===== src/hdl/bmmc_pkg.sv =====
`default_nettype none
// ---------------------------------------------------------------------------
// bmmc_pkg
// shared result kinds for the bipartite matching / vertex cover core
// ---------------------------------------------------------------------------
package bmmc_pkg;

    typedef enum logic [1:0] {
        KIND_PARTNER    = 2'd0,
        KIND_COVER_LEFT = 2'd1,
        KIND_COVER_RIGHT = 2'd2,
        KIND_SUMMARY    = 2'd3
    } kind_t;

endpackage : bmmc_pkg
`default_nettype wire


===== src/hdl/bipartite_max_matching_cover_core.sv =====
`default_nettype none
// ---------------------------------------------------------------------------
// bipartite_max_matching_cover_core
// maximum bipartite matching (augmenting-path search) plus minimum vertex cover
// ---------------------------------------------------------------------------
// load: one edge transfer per cycle into the adjacency memory
// solve: starts on the last transfer; one adjacency memory read per step, each
//   entry addressed in a read state (_R) and checked in a check state (_C),
//   plus root, seed and result sweeps
// results leave through an output register, at most one per cycle; input is
//   stalled from the last transfer until the summary enters the output register
// reset: asynchronous, clears mates, degrees and control, counts back to 16;
//   the adjacency memory and search stack are not reset
module bipartite_max_matching_cover_core #(
    parameter int MAX_LEFT   = 16,
    parameter int MAX_RIGHT  = 16,
    parameter int MAX_DEGREE = 16
) (
    input  wire logic       clk,
    input  wire logic       rst_n,
    input  wire logic       cfg_write,
    input  wire logic [0:0] cfg_index,
    input  wire logic [4:0] cfg_data,
    input  wire logic       in_valid,
    output logic            in_stall,
    input  wire logic [3:0] left_vertex,
    input  wire logic [3:0] right_vertex,
    input  wire logic       has_edge,
    input  wire logic       last,
    output logic            out_valid,
    input  wire logic       out_stall,
    output logic [1:0]      kind,
    output logic [3:0]      vertex,
    output logic [4:0]      partner,
    output logic [4:0]      match_count,
    output logic            dropped,
    output logic            end_of_run
);

    // index widths derived from the limits
    localparam int LW = (MAX_LEFT > 1) ? $clog2(MAX_LEFT) : 1;
    localparam int RW = (MAX_RIGHT > 1) ? $clog2(MAX_RIGHT) : 1;
    localparam int DW = (MAX_DEGREE > 1) ? $clog2(MAX_DEGREE) : 1;
    localparam int DCW = $clog2(MAX_DEGREE + 1);
    localparam int LCW = $clog2(MAX_LEFT + 1);
    localparam int RCW = $clog2(MAX_RIGHT + 1);
    localparam int AW = LW + DW;

    // one-hot sequencer
    typedef enum logic [15:0] {
        S_LOAD   = 16'h0001,
        S_INIT   = 16'h0002,  // clear mates and stamps
        S_ROOT   = 16'h0004,  // next root of the augment loop
        S_FREE_R = 16'h0008,  // read adjacency for the free-neighbour scan
        S_FREE_C = 16'h0010,  // check read data
        S_DFS_R  = 16'h0020,  // read top frame's current entry
        S_DFS_C  = 16'h0040,
        S_UNW_R  = 16'h0080,  // augment along the stack
        S_UNW_C  = 16'h0100,
        S_CV_CLR = 16'h0200,  // clear stamps; S_CV_POP then seeds the stack with free lefts
        S_CV_POP = 16'h0400,
        S_CV_R   = 16'h0800,
        S_CV_C   = 16'h1000,
        S_RC_R   = 16'h2000,  // mark right cover
        S_RC_C   = 16'h4000,
        S_EMIT   = 16'h8000
    } state_t;

    state_t state_reg, state_next;

    // memories
    logic [RW-1:0] adj_mem [MAX_LEFT*MAX_DEGREE];
    logic [AW-1:0] adj_raddr;
    logic [RW-1:0] adj_q_reg;
    logic [LW-1:0] stk_v [MAX_LEFT];
    logic [DCW-1:0] stk_p [MAX_LEFT];

    // small per-vertex register files
    logic [DCW-1:0] degree_reg [MAX_LEFT];
    logic [RCW-1:0] lmate_reg [MAX_LEFT];     // MAX_RIGHT = unmatched
    logic [LCW-1:0] rmate_reg [MAX_RIGHT];    // MAX_LEFT = unmatched
    logic [LCW-1:0] stamp_reg [MAX_LEFT];
    logic           rcov_reg [MAX_RIGHT];

    logic [4:0]     left_count_reg, right_count_reg;
    logic [LCW-1:0] pair_total_reg;
    logic           drop_reg;

    // sequencer working registers
    logic [LCW-1:0] i_reg;        // root / sweep index
    logic [LW-1:0]  v_reg;        // vertex under scan
    logic [DCW-1:0] j_reg;        // adjacency position
    logic [LCW-1:0] sp_reg;       // stack depth
    logic [LCW-1:0] stamp_cur_reg;
    logic [1:0]     emit_ph_reg;  // 0 partners, 1 cover left, 2 cover right, 3 summary

    // output register
    logic       ov_reg;
    logic [1:0] kind_reg;
    logic [3:0] vertex_reg;
    logic [4:0] partner_reg, mcount_reg;
    logic       dropped_reg, eor_reg;

    // used counts, clipped to the maxima
    logic [LCW-1:0] nl;
    logic [RCW-1:0] nr;
    assign nl = (32'(left_count_reg) > MAX_LEFT) ? LCW'(MAX_LEFT) : LCW'(left_count_reg);
    assign nr = (32'(right_count_reg) > MAX_RIGHT) ? RCW'(MAX_RIGHT) : RCW'(right_count_reg);

    logic in_xfer, out_free;
    assign in_xfer  = in_valid && !in_stall;
    assign out_free = !ov_reg || !out_stall;
    assign in_stall = (state_reg != S_LOAD);

    assign out_valid   = ov_reg;
    assign kind        = kind_reg;
    assign vertex      = vertex_reg;
    assign partner     = partner_reg;
    assign match_count = mcount_reg;
    assign dropped     = dropped_reg;
    assign end_of_run  = eor_reg;

    // load path
    logic          edge_ok;
    logic [LW-1:0] lv;
    logic [RW-1:0] rv;
    assign lv = LW'(left_vertex);
    assign rv = RW'(right_vertex);
    assign edge_ok = (32'(left_vertex) < 32'(nl)) && (32'(right_vertex) < 32'(nr))
                     && (32'(degree_reg[lv]) < MAX_DEGREE);

    // top of stack and read data decoding
    logic [LW-1:0]  top_v;
    logic [DCW-1:0] top_p;
    logic [LCW-1:0] sp_m1;
    assign sp_m1 = sp_reg - LCW'(1);
    assign top_v = stk_v[sp_m1[LW-1:0]];
    assign top_p = stk_p[sp_m1[LW-1:0]];

    logic           u_ok;
    logic [LCW-1:0] w;
    logic [LW-1:0]  wi;
    assign u_ok = (32'(adj_q_reg) < 32'(nr));
    assign w    = rmate_reg[adj_q_reg];
    assign wi   = w[LW-1:0];

    logic [DCW-1:0] deg_v;
    assign deg_v = degree_reg[v_reg];

    // a result is placed in the output register this cycle
    logic emit_hit, emit_fire;
    always_comb
    begin
        case (emit_ph_reg)
            2'd0:    emit_hit = (i_reg < nl);
            2'd1:    emit_hit = (i_reg < nl) && (stamp_reg[i_reg[LW-1:0]] == '0);
            2'd2:    emit_hit = (32'(i_reg) < 32'(nr)) && rcov_reg[i_reg[RW-1:0]];
            default: emit_hit = 1'b1;
        endcase
    end
    assign emit_fire = (state_reg == S_EMIT) && out_free && emit_hit;

    // adjacency read address per state
    always_comb
    begin
        adj_raddr = {v_reg, j_reg[DW-1:0]};
        if (state_reg == S_DFS_R || state_reg == S_UNW_R)
        begin
            adj_raddr = {top_v, top_p[DW-1:0]};
        end
    end

    always_ff @(posedge clk)
    begin
        adj_q_reg <= adj_mem[adj_raddr];
        if (state_reg == S_LOAD && in_xfer && has_edge && edge_ok)
        begin
            adj_mem[{lv, degree_reg[lv][DW-1:0]}] <= rv;
        end
    end

    always_ff @(posedge clk or negedge rst_n)
    begin
        if (!rst_n)
        begin
            state_reg       <= S_LOAD;
            left_count_reg  <= 5'd16;
            right_count_reg <= 5'd16;
            pair_total_reg  <= '0;
            drop_reg        <= 1'b0;
            i_reg           <= '0;
            v_reg           <= '0;
            j_reg           <= '0;
            sp_reg          <= '0;
            stamp_cur_reg   <= '0;
            emit_ph_reg     <= '0;
            ov_reg          <= 1'b0;
            for (int k = 0; k < MAX_LEFT; k++)
            begin
                degree_reg[k] <= '0;
                lmate_reg[k]  <= RCW'(MAX_RIGHT);
                stamp_reg[k]  <= '0;
            end
            for (int k = 0; k < MAX_RIGHT; k++)
            begin
                rmate_reg[k] <= LCW'(MAX_LEFT);
                rcov_reg[k]  <= 1'b0;
            end
        end
        else
        begin
            if (cfg_write)
            begin
                if (cfg_index == 1'b0)
                    left_count_reg <= cfg_data;
                else
                    right_count_reg <= cfg_data;
            end
            ov_reg <= emit_fire || (ov_reg && out_stall);

            case (state_reg)
                S_LOAD:
                begin
                    if (in_xfer)
                    begin
                        if (has_edge)
                        begin
                            if (edge_ok)
                                degree_reg[lv] <= degree_reg[lv] + DCW'(1);
                            else
                                drop_reg <= 1'b1;
                        end
                        if (last)
                        begin
                            i_reg     <= '0;
                            state_reg <= S_INIT;
                        end
                    end
                end
                S_INIT:
                begin
                    for (int k = 0; k < MAX_LEFT; k++)
                    begin
                        lmate_reg[k] <= RCW'(MAX_RIGHT);
                        stamp_reg[k] <= '0;
                    end
                    for (int k = 0; k < MAX_RIGHT; k++)
                    begin
                        rmate_reg[k] <= LCW'(MAX_LEFT);
                        rcov_reg[k]  <= 1'b0;
                    end
                    pair_total_reg <= '0;
                    state_reg      <= S_ROOT;
                end
                S_ROOT:
                begin
                    if (i_reg >= nl)
                    begin
                        state_reg <= S_CV_CLR;
                    end
                    else if (stamp_reg[i_reg[LW-1:0]] == pair_total_reg + LCW'(1))
                    begin
                        i_reg <= i_reg + LCW'(1);
                    end
                    else
                    begin
                        stamp_reg[i_reg[LW-1:0]] <= pair_total_reg + LCW'(1);
                        stamp_cur_reg <= pair_total_reg + LCW'(1);
                        v_reg     <= i_reg[LW-1:0];
                        j_reg     <= '0;
                        sp_reg    <= '0;
                        state_reg <= S_FREE_R;
                    end
                end
                S_FREE_R:
                begin
                    if (j_reg >= deg_v)
                    begin
                        // no free neighbour: push vertex and search deeper
                        stk_v[sp_reg[LW-1:0]] <= v_reg;
                        stk_p[sp_reg[LW-1:0]] <= '0;
                        sp_reg    <= sp_reg + LCW'(1);
                        state_reg <= S_DFS_R;
                    end
                    else
                    begin
                        state_reg <= S_FREE_C;
                    end
                end
                S_FREE_C:
                begin
                    if (u_ok && w == LCW'(MAX_LEFT))
                    begin
                        rmate_reg[adj_q_reg] <= LCW'(v_reg);
                        lmate_reg[v_reg]     <= RCW'(adj_q_reg);
                        if (sp_reg == '0)
                        begin
                            pair_total_reg <= pair_total_reg + LCW'(1);
                            i_reg          <= i_reg + LCW'(1);
                            state_reg      <= S_ROOT;
                        end
                        else
                        begin
                            state_reg <= S_UNW_R;
                        end
                    end
                    else
                    begin
                        j_reg     <= j_reg + DCW'(1);
                        state_reg <= S_FREE_R;
                    end
                end
                S_DFS_R:
                begin
                    if (sp_reg == '0)
                    begin
                        i_reg     <= i_reg + LCW'(1);
                        state_reg <= S_ROOT;
                    end
                    else if (top_p >= degree_reg[top_v])
                    begin
                        // list exhausted: pop and advance the parent frame
                        sp_reg <= sp_m1;
                        if (sp_m1 != '0)
                            stk_p[sp_m1[LW-1:0] - LW'(1)] <=
                                stk_p[sp_m1[LW-1:0] - LW'(1)] + DCW'(1);
                    end
                    else
                    begin
                        state_reg <= S_DFS_C;
                    end
                end
                S_DFS_C:
                begin
                    if (!u_ok || w >= LCW'(MAX_LEFT) || stamp_reg[wi] == stamp_cur_reg
                        || sp_reg >= LCW'(MAX_LEFT))
                    begin
                        stk_p[sp_m1[LW-1:0]] <= top_p + DCW'(1);
                        state_reg <= S_DFS_R;
                    end
                    else
                    begin
                        stamp_reg[wi] <= stamp_cur_reg;
                        v_reg         <= wi;
                        j_reg         <= '0;
                        state_reg     <= S_FREE_R;
                        // the free scan pushes wi when it fails
                    end
                end
                S_UNW_R:
                begin
                    if (sp_reg == '0)
                    begin
                        pair_total_reg <= pair_total_reg + LCW'(1);
                        i_reg          <= i_reg + LCW'(1);
                        state_reg      <= S_ROOT;
                    end
                    else
                    begin
                        state_reg <= S_UNW_C;
                    end
                end
                S_UNW_C:
                begin
                    rmate_reg[adj_q_reg] <= LCW'(top_v);
                    lmate_reg[top_v]     <= RCW'(adj_q_reg);
                    sp_reg    <= sp_m1;
                    state_reg <= S_UNW_R;
                end
                S_CV_CLR:
                begin
                    // clear stamps and restart i_reg from 0 for the seeding pass in S_CV_POP
                    if (i_reg >= nl)
                    begin
                        i_reg <= '0;
                        for (int k = 0; k < MAX_LEFT; k++)
                            stamp_reg[k] <= '0;
                        sp_reg    <= '0;
                        state_reg <= S_CV_POP;
                        emit_ph_reg <= 2'd1;
                    end
                    else
                    begin
                        i_reg <= nl;
                    end
                end
                S_CV_POP:
                begin
                    if (emit_ph_reg == 2'd1)
                    begin
                        // seeding pass
                        if (i_reg >= nl)
                        begin
                            emit_ph_reg <= 2'd0;
                        end
                        else
                        begin
                            if (lmate_reg[i_reg[LW-1:0]] == RCW'(MAX_RIGHT))
                            begin
                                stamp_reg[i_reg[LW-1:0]] <= LCW'(1);
                                stk_v[sp_reg[LW-1:0]]    <= i_reg[LW-1:0];
                                sp_reg <= sp_reg + LCW'(1);
                            end
                            i_reg <= i_reg + LCW'(1);
                        end
                    end
                    else if (sp_reg == '0)
                    begin
                        i_reg     <= '0;
                        j_reg     <= '0;
                        v_reg     <= '0;
                        state_reg <= S_RC_R;
                    end
                    else
                    begin
                        v_reg     <= top_v;
                        sp_reg    <= sp_m1;
                        j_reg     <= '0;
                        state_reg <= S_CV_R;
                    end
                end
                S_CV_R:
                begin
                    if (j_reg >= deg_v)
                        state_reg <= S_CV_POP;
                    else
                        state_reg <= S_CV_C;
                end
                S_CV_C:
                begin
                    if (u_ok && RCW'(adj_q_reg) != lmate_reg[v_reg] && w < nl
                        && stamp_reg[wi] == '0 && sp_reg < LCW'(MAX_LEFT))
                    begin
                        stamp_reg[wi]         <= LCW'(1);
                        stk_v[sp_reg[LW-1:0]] <= wi;
                        sp_reg <= sp_reg + LCW'(1);
                    end
                    j_reg     <= j_reg + DCW'(1);
                    state_reg <= S_CV_R;
                end
                S_RC_R:
                begin
                    if (i_reg >= nl)
                    begin
                        i_reg       <= '0;
                        emit_ph_reg <= 2'd0;
                        state_reg   <= S_EMIT;
                    end
                    else if (stamp_reg[i_reg[LW-1:0]] == '0
                             || lmate_reg[i_reg[LW-1:0]] == RCW'(MAX_RIGHT)
                             || j_reg >= degree_reg[i_reg[LW-1:0]])
                    begin
                        i_reg <= i_reg + LCW'(1);
                        v_reg <= LW'(i_reg + LCW'(1));
                        j_reg <= '0;
                    end
                    else
                    begin
                        state_reg <= S_RC_C;
                    end
                end
                S_RC_C:
                begin
                    if (u_ok)
                        rcov_reg[adj_q_reg] <= 1'b1;
                    j_reg     <= j_reg + DCW'(1);
                    state_reg <= S_RC_R;
                end
                S_EMIT:
                begin
                    if (out_free)
                    begin
                        case (emit_ph_reg)
                            2'd0:
                            begin
                                if (i_reg >= nl)
                                begin
                                    i_reg <= '0;
                                    emit_ph_reg <= 2'd1;
                                end
                                else
                                begin
                                    kind_reg    <= bmmc_pkg::KIND_PARTNER;
                                    vertex_reg  <= 4'(i_reg);
                                    partner_reg <= 5'(lmate_reg[i_reg[LW-1:0]]);
                                    mcount_reg  <= '0;
                                    dropped_reg <= 1'b0;
                                    eor_reg     <= 1'b0;
                                    i_reg <= i_reg + LCW'(1);
                                end
                            end
                            2'd1:
                            begin
                                if (i_reg >= nl)
                                begin
                                    i_reg <= '0;
                                    emit_ph_reg <= 2'd2;
                                end
                                else
                                begin
                                    if (stamp_reg[i_reg[LW-1:0]] == '0)
                                    begin
                                        kind_reg    <= bmmc_pkg::KIND_COVER_LEFT;
                                        vertex_reg  <= 4'(i_reg);
                                        partner_reg <= '0;
                                        mcount_reg  <= '0;
                                        dropped_reg <= 1'b0;
                                        eor_reg     <= 1'b0;
                                    end
                                    i_reg <= i_reg + LCW'(1);
                                end
                            end
                            2'd2:
                            begin
                                if (32'(i_reg) >= 32'(nr))
                                begin
                                    emit_ph_reg <= 2'd3;
                                end
                                else
                                begin
                                    if (rcov_reg[i_reg[RW-1:0]])
                                    begin
                                        kind_reg    <= bmmc_pkg::KIND_COVER_RIGHT;
                                        vertex_reg  <= 4'(i_reg);
                                        partner_reg <= '0;
                                        mcount_reg  <= '0;
                                        dropped_reg <= 1'b0;
                                        eor_reg     <= 1'b0;
                                    end
                                    i_reg <= i_reg + LCW'(1);
                                end
                            end
                            default:
                            begin
                                kind_reg    <= bmmc_pkg::KIND_SUMMARY;
                                vertex_reg  <= '0;
                                partner_reg <= '0;
                                mcount_reg  <= 5'(pair_total_reg);
                                dropped_reg <= drop_reg;
                                eor_reg     <= 1'b1;
                                drop_reg    <= 1'b0;
                                for (int k = 0; k < MAX_LEFT; k++)
                                    degree_reg[k] <= '0;
                                state_reg <= S_LOAD;
                            end
                        endcase
                    end
                end
                default:
                begin
                    state_reg <= S_LOAD;
                end
            endcase
        end
    end

endmodule : bipartite_max_matching_cover_core
`default_nettype wire


===== config.mk =====
export PLATFORM = sky130hd
export DESIGN_NAME = bipartite_max_matching_cover_core
export DESIGN_NICKNAME = d
export VERILOG_FILES = /design/src/hdl/bmmc_pkg.sv /design/src/hdl/bipartite_max_matching_cover_core.sv
export SDC_FILE = /design/constraint.sdc
export NUM_CORES = 2
export LEC_CHECK = 0
export BUFFER_PORTS_ARGS = -buffer_cell sky130_fd_sc_hd__buf_2
export CAP_MARGIN = 20
export CORE_MARGIN = 4
export CORE_UTILIZATION = 51
export CTS_CLUSTER_DIAMETER = 80
export CTS_CLUSTER_SIZE = 20
export DETAILED_ROUTE_END_ITERATION = 8
export PLACE_DENSITY = 0.7
export SYNTH_ARGS = -nofsm -noshare
export SYNTH_HDL_FRONTEND = slang
export SYNTH_SLANG_ARGS = --single-unit

===== constraint.sdc =====
create_clock -name clk -period 7.55 [get_ports clk]
set_input_delay 0.755 -clock clk [delete_from_list [all_inputs] [get_ports clk]]
set_output_delay 0.755 -clock clk [all_outputs]
set_load 0.02 [all_outputs]

# After elaboration in Yosys (flattened, before gate mapping)
# Memory sizes are Yosys's and may differ from the RTL's. A register that Yosys moved wholly into a read port is not among the register bits.
# Cells that the tools add are included.
# classes
n_reduce_logical	76
order_cmp	29
div	0
shift	0
addsub	9
n_eq_ne	67
multipliers	0
bitwise_logic	18
mux	212
# op_table
operator	count
$mux 80	15
$bwmux 80	7
$pmux 80 s3	2
$pmux 80 s6	1
$mux 5	67
$pmux 16 s16	1
$mux 16	14
$bmux 5 s4	9
$pmux 80 s2	1
$and 64x64->64	2
$not 64->64	2
$demux 5 s4	6
$mux 4	16
$ne 2x2->1 const B	28
$or 16x16->16	3
$pmux 5 s3	3
$ge 5x5->1 const B	8
$pmux 5 s8	1
$mux 1	36
$add 5x1->5 const B	7
$pmux 5 s7	1
$ne 3x3->1 const B	11
$pmux 16 s2	1
$lt 5x1->1 const B	6
other kinds (74)	163
# totals
romBits	0
latch_bits	0
out_inout_bits	20
inputBits	21
mem_bits_rw	1168
mem_count	3
ff_bits	413
wordCells	512
# memory_table
name	words	word_bits	read_ports	rd_ports_with_merged_regs	write_ports	line_no	rtl
adj_mem	256	4	1	1	1	bipartite_max_matching_cover_core.sv:72	logic [RW-1:0] adj_mem [MAX_LEFT*MAX_DEGREE];
stk_p	16	5	2	0	1	bipartite_max_matching_cover_core.sv:76	logic [DCW-1:0] stk_p [MAX_LEFT];
stk_v	16	4	1	0	1	bipartite_max_matching_cover_core.sv:75	logic [LW-1:0] stk_v [MAX_LEFT];

# Longest topological paths before layout
# logic_depth
word_depth	17
mapped_depth	28
ltp_nobuf	22

# Worst setup path before layout
# No wires, ideal clock.
# synth_timing
path_kind	reg-to-reg
startpoint	register sp_reg[0]
endpoint	memory stk_p[4][0] (netlist bit), enable pin
required_ns	7.169
setup_time_ns	0.381
slack_ns	0.937
path_stages_with_launch	27
n_path_buf	8
synth_period_minus_slack_ns	6.613
t_arrival_ns	6.231
cell_sequence	dfrtp_1 > buf_2 > inv_1 > clkbuf_1 > ha_1 > clkbuf_1 > buf_2 > buf_2 > mux4_2 > nand2_1 > a31oi_1 > clkbuf_1 > clkbuf_1 > a211oi_1 > a211oi_1 > a31oi_1 > ha_1 > nand2b_1 > a21o_1 > a21o_1 > a21o_1 > a21oi_1 > or3_1 > clkbuf_1 > a21oi_1 > o21ai_0 > nor4bb_1
# synth_via
elab_chain_len	15
elab_cells_between_ends	29
classes_between	add/sub (2); order compare (2); mux (15); bitwise (1); reduce/logical (7); memory (2)
# synth_lines
item	line_no	rtl
start, declared	bipartite_max_matching_cover_core.sv:93	logic [LCW-1:0] sp_reg;
start signal, assigned	bipartite_max_matching_cover_core.sv:282	sp_reg <= sp_reg + LCW'(1);
start signal, assigned	bipartite_max_matching_cover_core.sv:323	sp_reg <= sp_m1;
start signal, assigned	bipartite_max_matching_cover_core.sv:367	sp_reg <= sp_m1;
$sub 5x1->5	bipartite_max_matching_cover_core.sv:136	assign sp_m1 = sp_reg - LCW'(1);
$mem_v2 16x4	--	
$not 4->5 (implied by the code)	bipartite_max_matching_cover_core.sv:320	else if (top_p >= degree_reg[top_v])
$bmux 5 s4	bipartite_max_matching_cover_core.sv:320	
$mux 5 (implied by the code) (2 in series)	bipartite_max_matching_cover_core.sv:320	
$ge 5x5->1	bipartite_max_matching_cover_core.sv:320	
$mux 1	bipartite_max_matching_cover_core.sv:320	
$mux 1	bipartite_max_matching_cover_core.sv:315	if (sp_reg == '0)
$mux 1	bipartite_max_matching_cover_core.sv:221	case (state_reg)
$logic_and 1x1->1 (implied by the code)	bipartite_max_matching_cover_core.sv:325	stk_p[sp_m1[LW-1:0] - LW'(1)] <=
$mux 1 (implied by the code)	bipartite_max_matching_cover_core.sv:325	
$reduce_or 5->1 (no source line)	--	
$mux 4 (no source line) or $mux 1 (tied branches) (2 in series)	--	
end, declared	bipartite_max_matching_cover_core.sv:76	
# Parallel ways exist; a longest one is shown, timed or not. The select of a mux whose other input is x is not followed.

# Worst setup path after layout
# layout_timing
startpoint	register sp_reg[1]
endpoint	memory stk_p[3][0] (netlist bit), enable pin
# The elaborated chain is that of the path after synthesis.

==> reports/results.txt <==
run status -> finished, final reports clean
WHS Path Cells -> 3
synth warn -> 0
DR iter-0 viols -> 7858
gr ovfl total -> 0
first-pass GRT wire length -> 349300 µm
worst hold slack -> 0.2378 ns
crit path kind -> reg2reg
commonest cells in the netlist -> 1243 x nand2_1, 1186 x edfxtp_1, 616 x nor2_1, 376 x o21ai_0, 360 x dfrtp_1
total CTS buffers -> 98
Worst path max stage delay -> 0.65 ns
post-synthesis adder-cell area fraction -> 0.009794
post-synthesis sequential area ratio -> 0.5952
Pleak -> 28.24 nW
routability cong. -> 0.9986
reg-to-reg endpoint -> stk_p[3][0]$_DFFE_PP_
Antenna Violating Nets Remaining -> 0
multiplexer share of the synthesized area -> 0.09728
CP max stage cell -> a21oi_1
Rows -> 141
vias post-DR -> 56300
Final Hold Fails -> 0
Tightest Pin Transition -> 1.168 ns
cells on worst reg2reg path -> 20
worst r2r src -> sp_reg[1]$_DFFE_PN0P_
final setup fails -> 0
DP HPWL -> 154000 µm
syn_nets -> 6728
Die X -> 395.7 µm
Final period util -> 0.9263
RSZ-0062 raised after global routing -> no
Chip Height -> 395.7 µm
FF-to-FF setup slack -> 0.56 ns
post-synth top area share -> 0.4647
clock sink count -> 1585
Area contributors post-synth -> edfxtp_1 46%, dfrtp_1 12%, mux4_2 6.7%
CP cell instances -> inv_1 -> ha_1 -> xor2_2 -> mux2i_1 -> mux2i_4 -> buf_4 -> mux2_2 -> o211ai_1 -> o21ai_0 -> a21oi_1 -> ha_1 -> a21o_1 -> a21o_1 -> a21oi_1 -> nor3_1 -> nand2_1 -> a2bb2oi_1 -> nor2_1 -> a221oi_2 -> a21boi_1
Synth cell types -> 103
routed len/inst -> 27.23 µm
Worst EP required -> 7.93 ns
final layout net count -> 6579
Placed Area -> 0.07897 mm²
P per Cell Area -> 258.2 mW/mm²
Synth Area in Compound Gates -> 0.1062
Final Cell Area -> 0.08214 mm²
most numerous cell in the Yosys netlist -> nand2_1
design internal power -> 14.16 mW
setup TNS -> 0 ns
CP delay by family, top -> compound AO/OA/AOI/OAI gates
NetSw -> 7.052 mW
setup bufs post-CTS -> 0
pin count of the biggest net entering global routing -> 189
Cell Area, Synth -> 0.07665 mm²
sw frac -> 0.3324
syn_area_per_cell -> 11.53 µm²
max FFs per register -> 1024
post-synth top area cell -> edfxtp_1
fmax -> 143.0 MHz
Worst IR Drop VDD -> 254.3 µV
Root Buffer -> clkbuf_16
Buf+Inv Stages, Crit Path -> 2
area growth from synthesis to layout -> 7.170%
EDFF count, synth -> 1186
clk_lat worst skew -> 0.76 ns
initial antenna violation count -> 4
Setup WS post-layout -> 0.5566 ns
Seq pwr share -> 0.489
hold path startpoint -> cfg_data[4]
Final Max Slew Viols -> 0
starting density of the core -> 0.5160
pre-CTS setup slack -> 0.7578 ns
Pwr Total -> 21.21 mW
Core Region -> 0.1485 mm²
Post-Synth Simple-Gate Area -> 0.1547
Longest Clk Path Bufs -> 3
total die area -> 0.1566 mm²
worst hold path type -> in2reg
detailed-route wire length -> 233400 µm
vias in the first global route -> 53770
layout cell share with drive strength beyond 1 -> 0.1165
number of max-cap violations -> 0
ys async rst share -> 0.2492
# port buffers -> 40
TritonRoute pass-1 iters -> 8
largest family of logic cells by synthesized area -> simple AND/OR/NAND/NOR gates
Post-Syn Instances -> 6647
Yosys reg bits -> 1585
TritonCTS clock tree -> done
IO Count -> 41
CP Max Fanout -> 19
CP arrival -> 7.37 ns
Worst-path clk slew -> 0.09 ns
Setup Skew -> 0.04496 ns
DRC -> 0
fin crit period -> 6.993 ns
combinational power share -> 0.244
Hold EP -> left_count_reg[4]$_DFFE_PN1P_
CP startpoint kind -> register
gr usage total -> 0.2915
Worst slew margin -> 0.1992
Top FF cell, synth -> edfxtp_1
crit end category -> register
Vias per Instance -> 6.568
Clk network pwr share -> 0.267
H-tree levels -> 3
xor and xnor area share after synthesis -> 0.003412
==> layout make-up <==
cell class,instances,area (µm²)
repair buffers,217,1808
multi-input cells,4470,28670
clock buffers,140,2684
clock inverters,28,347.8
diodes,4,10.01
flip-flops and latches,1585,45640
fillers,12410,66400
inverters,126,473.0
well taps,2002,2505
==> worst max path at each step <==
| stage | start | depth (start not counted) | to |
|---|---|---|---|
| 2_1_floorplan | sp_reg[0]$_DFFE_PN0P_ | 26 | stk_p[4][0]$_DFFE_PP_ |
| 3_3_place_gp | sp_reg[1]$_DFFE_PN0P_ | 21 | stk_p[3][2]$_DFFE_PP_ |
| 3_5_place_dp | sp_reg[1]$_DFFE_PN0P_ | 21 | stk_p[3][2]$_DFFE_PP_ |
| 4_1_cts | sp_reg[1]$_DFFE_PN0P_ | 21 | stk_p[3][0]$_DFFE_PP_ |
| 5_1_grt | sp_reg[1]$_DFFE_PN0P_ | 21 | stk_p[8][4]$_DFFE_PP_ |
| 6_report | sp_reg[1]$_DFFE_PN0P_ | 20 | stk_p[3][0]$_DFFE_PP_ |
==> layout by cell type, fill, tap and decap left out, drive strengths merged, types with 18 or more instances in the layout <==
cell type  synthesis  routed
and2              32      32
inv              125     141
clkbuf           287     144
a32oi             18      18
edfxtp          1186    1186
nand3            341     341
nand2           1246    1246
a21o              18      18
buf              179     212
mux2              45      45
nand4             54      54
nor2             617     617
nor4              27      27
a22oi             48      48
nand2b            53      53
and3             116     116
a31oi            167     167
dfrtp            360     360
dfstp             35      35
a311oi            40      40
a2111oi           20      20
ha                60      60
a211oi            63      63
a22o              20      20
o22ai            119     119
mux2i            180     180
o211ai            30      30
nor3              64      64
o21ai            380     380
nor2b             30      30
nor3b             37      37
mux4             228     228
a21oi            208     208
==> worst register-to-register path: stages, from the launching register on <==
cell       delay [ns]
dfrtp_1          0.47
inv_1            0.22
ha_1             0.37
xor2_2           0.40
mux2i_1          0.21
mux2i_4          0.64
buf_4            0.45
mux2_2           0.39
o211ai_1         0.15
o21ai_0          0.11
a21oi_1          0.32
ha_1             0.29
a21o_1           0.16
a21o_1           0.17
a21oi_1          0.65
nor3_1           0.26
nand2_1          0.23
a2bb2oi_1        0.18
nor2_1           0.08
a221oi_2         0.42
a21boi_1         0.48
==> logic make-up (layout without fill, tap and decap cells) <==
kind of cell / count (synthesis) / in the layout
multiplexers: 453 / 453
adder cells (fa/ha/maj): 60 / 60
AO/OA/AOI/OAI: 1242 / 1242
XOR/XNOR: 29 / 29
buffers and inverters: 592 / 511
flip-flops: 1585 / 1585
AND/OR/NAND/NOR: 2686 / 2686
other: 0 / 4
==> power by group through the flow <==
| stage | clock [mW] | combinational (mW) | sequential [mW] |
|---|---|---|---|
| 2_1_floorplan | 0 | 3.55 | 10.1 |
| 3_5_place_dp | 0 | 5.01 | 10.5 |
| 6_report | 5.67 | 5.17 | 10.4 |
| 4_1_cts | 5.71 | 5.03 | 10.4 |
| 3_3_place_gp | 0 | 4.95 | 10.5 |
| 5_1_grt | 6.05 | 5.46 | 10.4 |
==> layer usage <==
layer  wire length [µm]  up-vias  GRT usage
li1                   -    24290          -
met1              89520    27830     0.4045
met2             106200     3577     0.4528
met3              24850      608    0.05196
met4              12860        0     0.1311
met5                  0        -          0
==> what timing repair did <==
item / 4_1_cts / 5_1_grt
hold buffers: 1 / 0
gates resized for setup: 0 / 0
endpoints found under the hold margin: 6 / 0
==> stage by stage <==
stage | utilization | cells
after floorplan | - | 6647
after global placement | 0.5314 | 8387
after detailed placement | 0.5317 | 8392
after CTS | 0.5521 | 8561
after global routing | 0.5529 | 8568
final | 0.5530 | 8572
(Power assumes the default switching activity.)
